==> config.mk <==
export PLATFORM = sky130hd
export DESIGN_NAME = frame_deadline_pacer_flat
export DESIGN_NICKNAME = d
export VERILOG_FILES = /design/src/rtl/core/fdp_pkg.sv /design/src/rtl/core/fdp_in_if.sv /design/src/rtl/core/fdp_out_if.sv /design/src/rtl/core/fdp_cfg_if.sv /design/src/rtl/core/fdp_div.sv /design/src/rtl/core/frame_deadline_pacer.sv /design/src/flat_wrapper.sv
export SDC_FILE = /design/constraint.sdc
export NUM_CORES = 2
export LEC_CHECK = 0
export BUFFER_PORTS_ARGS = -buffer_cell sky130_fd_sc_hd__buf_4
export CAP_MARGIN = 15
export CORE_MARGIN = 8
export CORE_UTILIZATION = 38
export DETAILED_ROUTE_END_ITERATION = 16
export PLACE_DENSITY = 0.66
export RECOVER_POWER = 25
export SETUP_SLACK_MARGIN = 0.15
export SYNTH_ARGS = -nofsm -noshare
export SYNTH_HDL_FRONTEND = slang
export SYNTH_HIERARCHICAL = 1
export SYNTH_SLANG_ARGS = --single-unit
==> constraint.sdc <==
create_clock -name clk -period 8.9 [get_ports clk]
set_clock_uncertainty 0.15 [all_clocks]
set_input_delay 1.335 -clock clk [delete_from_list [all_inputs] [get_ports clk]]
set_output_delay 1.335 -clock clk [all_outputs]
set_load 0.005 [all_outputs]
==> src/rtl/core/fdp_pkg.sv <==
// Shared types and constants for the frame deadline pacer.
`timescale 1ns / 1ps

package fdp_pkg;

  // Field widths
  localparam int RATE_W     = 7;
  localparam int FREQ_W     = 30;
  localparam int NOW_W      = 62;
  localparam int DL_W       = 64;
  localparam int TICKS_W    = 28;
  localparam int UNITS_W    = 21;
  localparam int PROD_W     = 52;   // wait ticks times units per second
  localparam int CNT_W      = 6;
  localparam int CFG_IDX_W  = 2;
  localparam int CFG_DATA_W = 30;

  // Pacing limits and scaling
  localparam logic [RATE_W-1:0]  RATE_MIN         = 7'd5;
  localparam logic [RATE_W-1:0]  RATE_MAX         = 7'd120;
  localparam logic [FREQ_W-1:0]  FREQ_RESET       = 30'd10000000;
  localparam logic [PROD_W-1:0]  UNITS_PER_SECOND = 52'd10000000;
  localparam logic [DL_W-1:0]    LATE_PERIODS     = 64'd2;
  localparam logic [TICKS_W-1:0] TICKS_MAX        = '1;
  localparam logic [UNITS_W-1:0] UNITS_MAX        = '1;

  // Step counts of the serial units
  localparam logic [CNT_W-1:0] DIV_STEPS = 6'd52;
  localparam logic [CNT_W-1:0] MUL_STEPS = 6'd28;

  // Configuration register indexes
  localparam logic [CFG_IDX_W-1:0] REG_TARGET_RATE    = 2'd0;
  localparam logic [CFG_IDX_W-1:0] REG_TICK_FREQUENCY = 2'd1;

  // Divider status back to the sequencer
  typedef struct packed {
    logic done;   // quotient valid this cycle
    logic ovf;    // quotient did not fit the quotient register
  } div_status_t;

  // Sequencer states
  typedef enum logic [9:0] {
    ST_IDLE    = 10'b0000000001,
    ST_DIVP    = 10'b0000000010,
    ST_LIMIT   = 10'b0000000100,
    ST_CHECK   = 10'b0000001000,
    ST_ADV     = 10'b0000010000,
    ST_REMAIN  = 10'b0000100000,
    ST_MUL     = 10'b0001000000,
    ST_DIVU_GO = 10'b0010000000,
    ST_DIVU    = 10'b0100000000,
    ST_WRITE   = 10'b1000000000
  } state_t;

endpackage

==> src/rtl/core/fdp_in_if.sv <==
// Frame event channel: valid, ready and the tick count.
`timescale 1ns / 1ps

interface fdp_in_if import fdp_pkg::*; ();
  logic             valid;
  logic             ready;
  logic [NOW_W-1:0] now_ticks;

  modport source (output valid, output now_ticks, input ready);
  modport sink   (input valid, input now_ticks, output ready);
endinterface

==> src/rtl/core/fdp_out_if.sv <==
// Pacing result channel: valid, ready and the wait fields.
`timescale 1ns / 1ps

interface fdp_out_if import fdp_pkg::*; ();
  logic               valid;
  logic               ready;
  logic               do_wait;
  logic [TICKS_W-1:0] wait_ticks;
  logic [UNITS_W-1:0] wait_units;

  modport source (output valid, output do_wait, output wait_ticks, output wait_units,
                  input ready);
  modport sink   (input valid, input do_wait, input wait_ticks, input wait_units,
                  output ready);
endinterface

==> src/rtl/core/fdp_cfg_if.sv <==
// Configuration write channel: valid, ready, register index and data.
`timescale 1ns / 1ps

interface fdp_cfg_if import fdp_pkg::*; ();
  logic                  valid;
  logic                  ready;
  logic [CFG_IDX_W-1:0]  index;
  logic [CFG_DATA_W-1:0] value;

  modport source (output valid, output index, output value, input ready);
  modport sink   (input valid, input index, input value, output ready);
endinterface

==> src/rtl/core/fdp_div.sv <==
// Restoring divider, one quotient bit per cycle, shared by period and unit math.
`timescale 1ns / 1ps

module fdp_div import fdp_pkg::*; (
  input  logic               clk,
  input  logic               rst,
  input  logic               start,
  input  logic [PROD_W-1:0]  dividend,
  input  logic [FREQ_W-1:0]  divisor,
  output logic [TICKS_W-1:0] quotient,
  output div_status_t        status
);

  logic               running;
  logic               done;
  logic [CNT_W-1:0]   cnt;
  logic [PROD_W-1:0]  num;
  logic [FREQ_W-1:0]  den;
  logic [FREQ_W-1:0]  part;
  logic [TICKS_W-1:0] quo;
  logic               ovf;

  logic [FREQ_W:0]    trial;
  logic [FREQ_W:0]    diff;
  logic               fits;

  // One trial subtraction per step
  assign trial = {part, num[PROD_W-1]};
  assign diff  = trial - {1'b0, den};
  assign fits  = trial >= {1'b0, den};

  // Control
  always_ff @(posedge clk) begin
    if (rst) begin
      running <= 1'b0;
      done    <= 1'b0;
      cnt     <= '0;
    end else begin
      done <= 1'b0;
      if (start) begin
        running <= 1'b1;
        cnt     <= DIV_STEPS - 1'b1;
      end else if (running) begin
        cnt <= cnt - 1'b1;
        if (cnt == '0) begin
          running <= 1'b0;
          done    <= 1'b1;
        end
      end
    end
  end

  // Datapath: shift the dividend in, shift quotient bits out
  always_ff @(posedge clk) begin
    if (start) begin
      num  <= dividend;
      den  <= divisor;
      part <= '0;
      quo  <= '0;
      ovf  <= 1'b0;
    end else if (running) begin
      num  <= {num[PROD_W-2:0], 1'b0};
      part <= fits ? diff[FREQ_W-1:0] : trial[FREQ_W-1:0];
      quo  <= {quo[TICKS_W-2:0], fits};
      ovf  <= ovf | quo[TICKS_W-1];
    end
  end

  assign quotient    = quo;
  assign status.done = done;
  assign status.ovf  = ovf;

endmodule

==> src/rtl/core/frame_deadline_pacer.sv <==
// Frame deadline pacer top level: config, deadline sequencer and result register.
//
//   channel  modport  moves                                   handshake
//   frame    sink     now_ticks                               valid/ready
//   result   source   do_wait, wait_ticks, wait_units         valid/ready
//   cfg      sink     index, value (0 target_rate, 1 freq)    valid/ready, ready tied high
//
// One item at a time. An active item runs through a 52-step period division and its
// done cycle, a limit step, a compare step, up to three advance steps plus a
// leaving step, a 28-step multiply by the units-per-second scale, a start step, a
// 52-step unit division on the shared divider and the write step. An item with rate
// or frequency out of range goes straight to the write step, one with a zero period
// after the period division. Synchronous reset clears config to its defaults and
// the deadline to none. A stalled result waits in the output register; the next
// item is accepted meanwhile and holds in the write step.
`timescale 1ns / 1ps

module frame_deadline_pacer import fdp_pkg::*; (
  input  logic       clk,
  input  logic       rst,
  fdp_in_if.sink     frame,
  fdp_out_if.source  result,
  fdp_cfg_if.sink    cfg
);

  state_t              state;

  logic [RATE_W-1:0]   target_rate;
  logic [FREQ_W-1:0]   tick_frequency;
  logic [RATE_W-1:0]   last_rate;
  logic [DL_W-1:0]     next_deadline;

  logic [NOW_W-1:0]    now;
  logic [TICKS_W-1:0]  period;
  logic [DL_W-1:0]     work;
  logic [TICKS_W-1:0]  rem_sh;
  logic [PROD_W-1:0]   acc;
  logic [CNT_W-1:0]    cnt;

  logic                res_wait;
  logic [TICKS_W-1:0]  res_ticks;
  logic [UNITS_W-1:0]  res_units;

  logic                out_valid;
  logic                out_wait;
  logic [TICKS_W-1:0]  out_ticks;
  logic [UNITS_W-1:0]  out_units;

  logic                frame_acc;
  logic                enabled;
  logic [DL_W-1:0]     now_ext;
  logic [DL_W-1:0]     diff;

  logic                div_start;
  logic [PROD_W-1:0]   div_dividend;
  logic [FREQ_W-1:0]   div_divisor;
  logic [TICKS_W-1:0]  div_quot;
  div_status_t         div_sts;

  assign frame.ready = (state == ST_IDLE);
  assign frame_acc   = frame.valid && frame.ready;
  assign cfg.ready   = 1'b1;

  assign enabled = (target_rate >= RATE_MIN) && (target_rate <= RATE_MAX) &&
                   (tick_frequency != '0);
  assign now_ext = DL_W'(now);
  assign diff    = next_deadline - now_ext;

  // Divider: period = freq / rate at accept, units = ticks * scale / freq later
  assign div_start    = (frame_acc && enabled) || (state == ST_DIVU_GO);
  assign div_dividend = (state == ST_IDLE) ? PROD_W'(tick_frequency) : acc;
  assign div_divisor  = (state == ST_IDLE) ? FREQ_W'(target_rate) : tick_frequency;

  fdp_div u_div (
    .clk      (clk),
    .rst      (rst),
    .start    (div_start),
    .dividend (div_dividend),
    .divisor  (div_divisor),
    .quotient (div_quot),
    .status   (div_sts)
  );

  // Configuration registers
  always_ff @(posedge clk) begin
    if (rst) begin
      target_rate    <= '0;
      tick_frequency <= FREQ_RESET;
    end else if (cfg.valid) begin
      case (cfg.index)
        REG_TARGET_RATE:    target_rate    <= cfg.value[RATE_W-1:0];
        REG_TICK_FREQUENCY: tick_frequency <= cfg.value[FREQ_W-1:0];
        default: ;
      endcase
    end
  end

  // Result valid: set by the write step, cleared when the item is taken
  always_ff @(posedge clk) begin
    if (rst) begin
      out_valid <= 1'b0;
    end else if (state == ST_WRITE && (!out_valid || result.ready)) begin
      out_valid <= 1'b1;
    end else if (result.ready) begin
      out_valid <= 1'b0;
    end
  end

  // Sequencer and deadline state
  always_ff @(posedge clk) begin
    if (rst) begin
      state         <= ST_IDLE;
      last_rate     <= '0;
      next_deadline <= '0;
      cnt           <= '0;
    end else begin
      case (state)
        ST_IDLE: begin
          if (frame_acc) begin
            now <= frame.now_ticks;
            if (enabled) begin
              state <= ST_DIVP;
            end else begin
              res_wait  <= 1'b0;
              res_ticks <= '0;
              res_units <= '0;
              state     <= ST_WRITE;
            end
          end
        end
        ST_DIVP: begin
          if (div_sts.done) begin
            period <= div_quot;
            if (div_quot == '0) begin
              res_wait  <= 1'b0;
              res_ticks <= '0;
              res_units <= '0;
              state     <= ST_WRITE;
            end else begin
              state <= ST_LIMIT;
            end
          end
        end
        ST_LIMIT: begin
          // lateness limit: deadline plus two periods
          work  <= next_deadline + DL_W'(period) * LATE_PERIODS;
          state <= ST_CHECK;
        end
        ST_CHECK: begin
          if (last_rate != target_rate || next_deadline == '0 || now_ext > work) begin
            last_rate     <= target_rate;
            next_deadline <= now_ext + DL_W'(period);
            state         <= ST_REMAIN;
          end else begin
            state <= ST_ADV;
          end
        end
        ST_ADV: begin
          // step past now by whole periods, at most three steps
          if (next_deadline <= now_ext) begin
            next_deadline <= next_deadline + DL_W'(period);
          end else begin
            state <= ST_REMAIN;
          end
        end
        ST_REMAIN: begin
          if (diff[DL_W-1:TICKS_W] != '0) begin
            rem_sh    <= TICKS_MAX;
            res_ticks <= TICKS_MAX;
          end else begin
            rem_sh    <= diff[TICKS_W-1:0];
            res_ticks <= diff[TICKS_W-1:0];
          end
          acc   <= '0;
          cnt   <= MUL_STEPS - 1'b1;
          state <= ST_MUL;
        end
        ST_MUL: begin
          // shift-add, one wait bit per cycle, MSB first
          acc    <= {acc[PROD_W-2:0], 1'b0} +
                    (rem_sh[TICKS_W-1] ? UNITS_PER_SECOND : '0);
          rem_sh <= {rem_sh[TICKS_W-2:0], 1'b0};
          cnt    <= cnt - 1'b1;
          if (cnt == '0) state <= ST_DIVU_GO;
        end
        ST_DIVU_GO: begin
          state <= ST_DIVU;
        end
        ST_DIVU: begin
          if (div_sts.done) begin
            if (div_sts.ovf || div_quot[TICKS_W-1:UNITS_W] != '0) begin
              res_units <= UNITS_MAX;
            end else if (div_quot == '0) begin
              res_units <= UNITS_W'(1);
            end else begin
              res_units <= div_quot[UNITS_W-1:0];
            end
            res_wait <= 1'b1;
            state    <= ST_WRITE;
          end
        end
        ST_WRITE: begin
          if (!out_valid || result.ready) begin
            out_wait  <= res_wait;
            out_ticks <= res_ticks;
            out_units <= res_units;
            state     <= ST_IDLE;
          end
        end
        default: state <= ST_IDLE;
      endcase
    end
  end

  assign result.valid      = out_valid;
  assign result.do_wait    = out_wait;
  assign result.wait_ticks = out_ticks;
  assign result.wait_units = out_units;

`ifndef SYNTHESIS
  // a result without a wait carries zero fields
  a_nowait_zero: assert property (@(posedge clk) disable iff (rst)
    result.valid && !result.do_wait |-> result.wait_ticks == '0 && result.wait_units == '0)
    else $error("no-wait result with nonzero wait fields");

  // a waiting result has a positive wait in both units
  a_wait_nonzero: assert property (@(posedge clk) disable iff (rst)
    result.valid && result.do_wait |-> result.wait_ticks != '0 && result.wait_units != '0)
    else $error("waiting result with zero wait");

  // the deadline only moves while an item is in work
  a_idle_deadline: assert property (@(posedge clk) disable iff (rst)
    state == ST_IDLE |=> $stable(next_deadline))
    else $error("deadline changed while idle");

  // once the wait is computed the deadline lies ahead of now
  a_deadline_ahead: assert property (@(posedge clk) disable iff (rst)
    state == ST_MUL |-> next_deadline > now_ext)
    else $error("deadline not ahead of now");

  // divider finishes only where the sequencer waits for it
  a_div_done: assert property (@(posedge clk) disable iff (rst)
    div_sts.done |-> state == ST_DIVP || state == ST_DIVU)
    else $error("divider done outside a division step");
`endif

endmodule

==> src/flat_wrapper.sv <==
// flat-port wrapper written by rule: the top's interface ports become plain ports
module frame_deadline_pacer_flat import fdp_pkg::*;
  (clk, rst, frame_valid, frame_now_ticks, frame_ready, result_valid, result_do_wait, result_wait_ticks, result_wait_units, result_ready, cfg_valid, cfg_index, cfg_value, cfg_ready);
  fdp_in_if frame_i ();
  fdp_out_if result_i ();
  fdp_cfg_if cfg_i ();
  input  logic clk;
  input  logic rst;
  input wire logic [$bits(frame_i.valid)-1:0] frame_valid;
  input wire logic [$bits(frame_i.now_ticks)-1:0] frame_now_ticks;
  output wire logic [$bits(frame_i.ready)-1:0] frame_ready;
  output wire logic [$bits(result_i.valid)-1:0] result_valid;
  output wire logic [$bits(result_i.do_wait)-1:0] result_do_wait;
  output wire logic [$bits(result_i.wait_ticks)-1:0] result_wait_ticks;
  output wire logic [$bits(result_i.wait_units)-1:0] result_wait_units;
  input wire logic [$bits(result_i.ready)-1:0] result_ready;
  input wire logic [$bits(cfg_i.valid)-1:0] cfg_valid;
  input wire logic [$bits(cfg_i.index)-1:0] cfg_index;
  input wire logic [$bits(cfg_i.value)-1:0] cfg_value;
  output wire logic [$bits(cfg_i.ready)-1:0] cfg_ready;
  assign frame_i.valid = frame_valid;
  assign frame_i.now_ticks = frame_now_ticks;
  assign frame_ready = frame_i.ready;
  assign result_valid = result_i.valid;
  assign result_do_wait = result_i.do_wait;
  assign result_wait_ticks = result_i.wait_ticks;
  assign result_wait_units = result_i.wait_units;
  assign result_i.ready = result_ready;
  assign cfg_i.valid = cfg_valid;
  assign cfg_i.index = cfg_index;
  assign cfg_i.value = cfg_value;
  assign cfg_ready = cfg_i.ready;
  frame_deadline_pacer u_core (.clk(clk), .rst(rst), .frame(frame_i), .result(result_i), .cfg(cfg_i));
endmodule
### Word level (Yosys, flattened, before mapping)

Index checks and enable logic that the tools add are counted.

* word-level logic and storage cells: 155
* bits in latches: 0
* register bits after elaboration: 608
* ROM bits: 0
* memory bits (writable): 0
* bits of input ports: 99
* memories: 0

* equal/unequal tests: 22
* magnitude comparators: 5
* reductions and logical operators: 39
* bitwise logic cells: 3
* shift-type cells: 0
* $mul: 0
* divide/modulo/power cells: 0
* add/sub/neg operators: 8
* multiplexer cells: 50

Operator list (count)
* 2-to-1 mux 52 bit: 3
* 2-to-1 mux 21 bit: 7
* 2-to-1 mux 28 bit: 5
* 2-to-1 mux 64 bit: 2
* case mux 64 bit (2 select lines): 1
* case mux 52 bit (2 select lines): 1
* case mux 10 bit (10 select lines): 1
* case mux 28 bit (3 select lines): 1
* 2-to-1 mux 10 bit: 8
* adder 64 x 28 -> 64 bit: 1
* adder 64 x 29 -> 64 bit: 1
* greater-than comparator 62 x 64 -> 1 bit: 1
* <= comparator 64 x 62 -> 1 bit: 1
* logical NOT 64 bit: 1
* subtractor 64 x 62 -> 64 bit: 1
* adder 62 x 28 -> 63 bit: 1
* case mux 21 bit (3 select lines): 1
* case mux 28 bit (2 select lines): 1
* adder 52 bit: 1
* nonzero test 36 bit: 1
* greater-or-equal comparator 31 x 30 -> 1 bit: 1
* 2-to-1 mux 30 bit: 1
* nonzero test 30 bit: 1
* subtractor 30 bit: 1
* other kinds (40): 83

### Depth between registers and ports, before layout

* depth after elaboration: 6
* mapped depth: 18
* depth with buffers taken out: 15

### Hierarchy

The synthesis kept the hierarchy.

Modules (own cells, without submodules)
* frame_deadline_pacer: area each 29956.2 um2, sequential area each 12321.8 um2, cells each 3329, times used 1
* fdp_div: area each 7702.4 um2, sequential area each 3803.6 um2, cells each 704, times used 1

### Worst setup path before layout

No wires, ideal clock.

* path kind: input port to flip-flop
* start: input port rst
* end: register u_core.work[0] (enable)
* required time: 8106 ps
* data arrival time: 7940 ps
* library setup time: 644 ps
* stages on the path: 5
* buffers on the path: 2
* path slack: 167 ps
* path through: clkbuf_1 clkbuf_1 nor2_1 nand2_1 nor4_1

* longest elaborated chain between the ends: 2

Ends and longest elaborated chain
* start: declaration: RTL line flat_wrapper.sv:8 `input logic rst;`
* inverter 1 bit (no line)
* AND reduction 2 bit (no line)
* end signal: assignment: RTL line frame_deadline_pacer.sv:146 `work <= next_deadline + DL_W'(period) * LATE_PERIODS;`
* end: declaration: RTL line frame_deadline_pacer.sv:35 `logic [DL_W-1:0] work;`

No other way between the ends.
A chain may end at the register's enable or synchronous reset.

### Worst setup path in the final report

* start: input port rst
* end: register u_core.now[40] (enable)

* longest elaborated chain between the ends: 2

Ends and longest elaborated chain
* inverter 1 bit (no line)
* AND reduction 3 bit (no line)
* end signal: assignment: RTL line frame_deadline_pacer.sv:120 `now <= frame.now_ticks;`
* end: declaration: RTL line frame_deadline_pacer.sv:33 `logic [NOW_W-1:0] now;`

No other way between the ends.

==> flow_metrics.py <==
metrics = {
    "outcome": {
        "outcome": "finished, violations left",
        "failed_checks": "max-capacitance violations, max-slew violations",
    },
    "synthesis": {
        "synth_most_common_cell": "nand2_1",
        "synth_top_area_share_pct": 32.61,
        "synth.distinct_cells": 94,
        "ys_seq_area_share_pct": 42.82,
        "synthesis.area_mm2": 0.03766,
        "synth-seq-cells": 601,
        "yosysTopAreaCell": "edfxtp_1",
        "ys_top_cells_by_area": "edfxtp_1 (33%), dfxtp_1 (10%), ha_1 (8.3%)",
        "synth_cells": 4033,
        "yosysWarningCount": 6,
        "yosys-top-cells-count": "nand2_1 (438), edfxtp_1 (409), nor2_1 (369)",
        "ys_async_sr_fraction_pct": 0,
        "ys.flop_type": "edfxtp_1",
        "syn_nets": 4387,
        "syn_avg_cell_area_um2": 9.338,
        "synth_edf_count": 409,
    },
    "clock_tree": {
        "post-cts-setup-buffer-count": 0,
        "clkTransAtPathRegs_ns": 0.05,
        "ctsHoldBuffers": 0,
        "clock_sinks": 601,
        "cts.path.max_buffers": 3,
        "cts-resized-gates": 0,
        "numCtsBuffers": 72,
        "worstSkewPairLatency_ns": 0.66,
        "cts_tree": "yes",
        "cts_root_buffer": "clkbuf_16",
        "cts_max_level": 3,
    },
    "power_and_ir_drop": {
        "p_leak_uw": 0.01607,
        "ir_drop_mv": 0.1544,
        "power.total_uw": 8297,
        "p_per_area_mw_per_mm2": 195.7,
    },
    "route": {
        "routed_wl_um": 116700,
        "viasPerCell": 5.735,
        "first_iter_violations": 3093,
        "num_vias": 31280,
        "post_drt_wl_per_cell_um": 21.39,
        "dr.pass1.iters": 6,
        "drc_errors": 0,
        "ant_nets": 0,
    },
    "sta": {
        "slew_headroom_pct": -167.7,
        "fin_crit_ns": 6.588,
        "fin_ws_ns": 2.312,
        "tns_ns": 0,
        "clock.fmax_ghz": 0.1518,
        "fin_hold_ws_ns": 0.2635,
        "tightest_slew_ns": 4.016,
        "rsz0062_at_grt": "false",
        "hold_violations": 0,
        "min_period_over_period_pct": 74.02,
        "setup_viol": 0,
        "slew_viol_final": 158,
    },
    "placement": {
        "dp_hpwl_um": 87850,
        "pre_cts_slack_ns": 3.540,
        "place_area_mm2": 0.04001,
        "io_buffers": 150,
        "place_congestion": 0.9829,
    },
    "min_path": {
        "hold_path.class": "reg -> reg",
    },
    "floorplanning": {
        "fp.coreArea_mm2": 0.09828,
        "io_pins": 152,
        "die_h_um": 330.8,
        "rows": 115,
        "die_area_mm2": 0.1094,
        "initial_utilization_pct": 38.32,
        "chipWidth_um": 330.8,
    },
    "cells_and_area": {
        "nets": 4460,
        "drive_gt1_share_pct": 8.788,
        "ff_latch_area_mm2": 0.01613,
        "area_delta_synth_final_pct": 12.59,
        "multi_input_comb_area_mm2": 0.02007,
        "fin_area_mm2": 0.04240,
        "nFillCells": 9549,
    },
    "global_routing": {
        "grt.total_usage_pct": 20.65,
        "grt_pass1_vias": 29620,
        "grt_pass1_wl_um": 177800,
        "antenna_found_initial": 4,
        "gr-total-overflow": 0,
        "grt_max_degree": 103,
    },
    "setup_path": {
        "worstPathMaxFanout": 82,
        "worstSetupEndpointType": "register",
        "criticalPathCategory": "in -> reg",
        "cp.required_ns": 9.06,
        "worstPathArrival_ns": 6.74,
        "worst_setup_path_start_kind": "input pin",
    },
    "flow_run": {
        "cap_violations": 2,
    },
}
==> report_power, final <==
group | switching [uW] | internal [uW] | leakage, uW
logic | 1100 | 705 | 0.00951
clock network | 1270 | 1860 | 0.00121
registers | 153 | 3220 | 0.00535
==> worst paths after layout <==
check                      start                     endpoint  slack [ns]  cells after the start
max                          rst               u_core/now[40]        2.31                      4
min          u_core/res_units[6]  u_core/result.wait_units[6]        0.26                      0
max reg2reg       u_core/now[30]     u_core/next_deadline[10]        3.41                     13
min reg2reg  u_core/res_units[6]  u_core/result.wait_units[6]        0.26                      0
==> metrics by stage <==
step | instances | util (%)
floorplan | 4033 | -
global placement | 5317 | 40.71
detailed placement | 5318 | 40.72
CTS | 5451 | 43.29
global route | 5453 | 43.14
finish | 5454 | 43.14
==> cell families after synthesis <==
group                    synth area share [%]
multiplexers                            3.263
other                                0.009958
flip-flops                              42.82
AND/OR/NAND/NOR                         19.04
AO/OA/AOI/OAI                           16.34
buffers and inverters                   4.190
adder cells (fa/ha/maj)                 8.592
XOR/XNOR                                5.745
==> flip-flops by register name (all words and copies together) (netlist names), 30 cells and up <==
| signal | count |
|---|---|
| u_core/acc | 45 |
| u_core/next_deadline | 64 |
| u_core/now | 62 |
| u_core/tick_frequency | 30 |
| u_core/u_div/den | 30 |
| u_core/u_div/num | 52 |
| u_core/u_div/part | 30 |
| u_core/work | 64 |
==> placed cells by master, fill, tap and decap left out, types with 19 or more instances in the layout <==
cell type,Yosys,layout
and3_1,42,42
ha_1,249,249
o21ai_0,140,139
clkbuf_16,0,73
or3_1,33,33
and2_1,77,58
nor4_1,63,62
clkbuf_1,154,61
nor2b_1,30,30
a41oi_1,32,32
a31oi_1,64,64
xnor2_1,159,159
a21o_1,64,64
nor3_1,91,90
o211ai_1,34,34
clkbuf_4,0,53
xor2_1,88,87
nand4_1,88,88
mux2i_1,62,62
nand2_1,438,437
nand2b_1,38,38
a211oi_1,69,69
a21oi_1,277,277
edfxtp_1,409,409
o31ai_1,19,19
dfxtp_1,192,191
mux2_2,54,54
nor2_1,369,367
nand3_1,102,102
and2_0,2,21
buf_4,7,96
inv_1,200,200
o21a_1,63,63
==> critical path: stages <==
cell and delay, ns:
clkbuf_1 0.94, clkbuf_1 2.87, nor2_4 0.85, buf_4 0.60
==> layer usage <==
| metal | wire [um] | global-route usage (%) | vias up |
|---|---|---|---|
| met5 | 41 | 0 | - |
| met4 | 3172 | 6.490 | 6 |
| met3 | 7599 | 3.240 | 193 |
| met2 | 52290 | 32.39 | 1037 |
| met1 | 53580 | 29.10 | 15070 |
| li1 | - | - | 14980 |
==> area by class of cell <==
class	instances	area share [%]
sequential	601	38.04
clock inverter	39	1.405
antenna	2	0.01180
clock buffer	94	4.565
timing repair buffer	194	3.066
multi-input combinational	3036	47.33
tap	1287	3.798
inverter	201	1.779
Note: power is estimated with default switching activity, not from simulation.
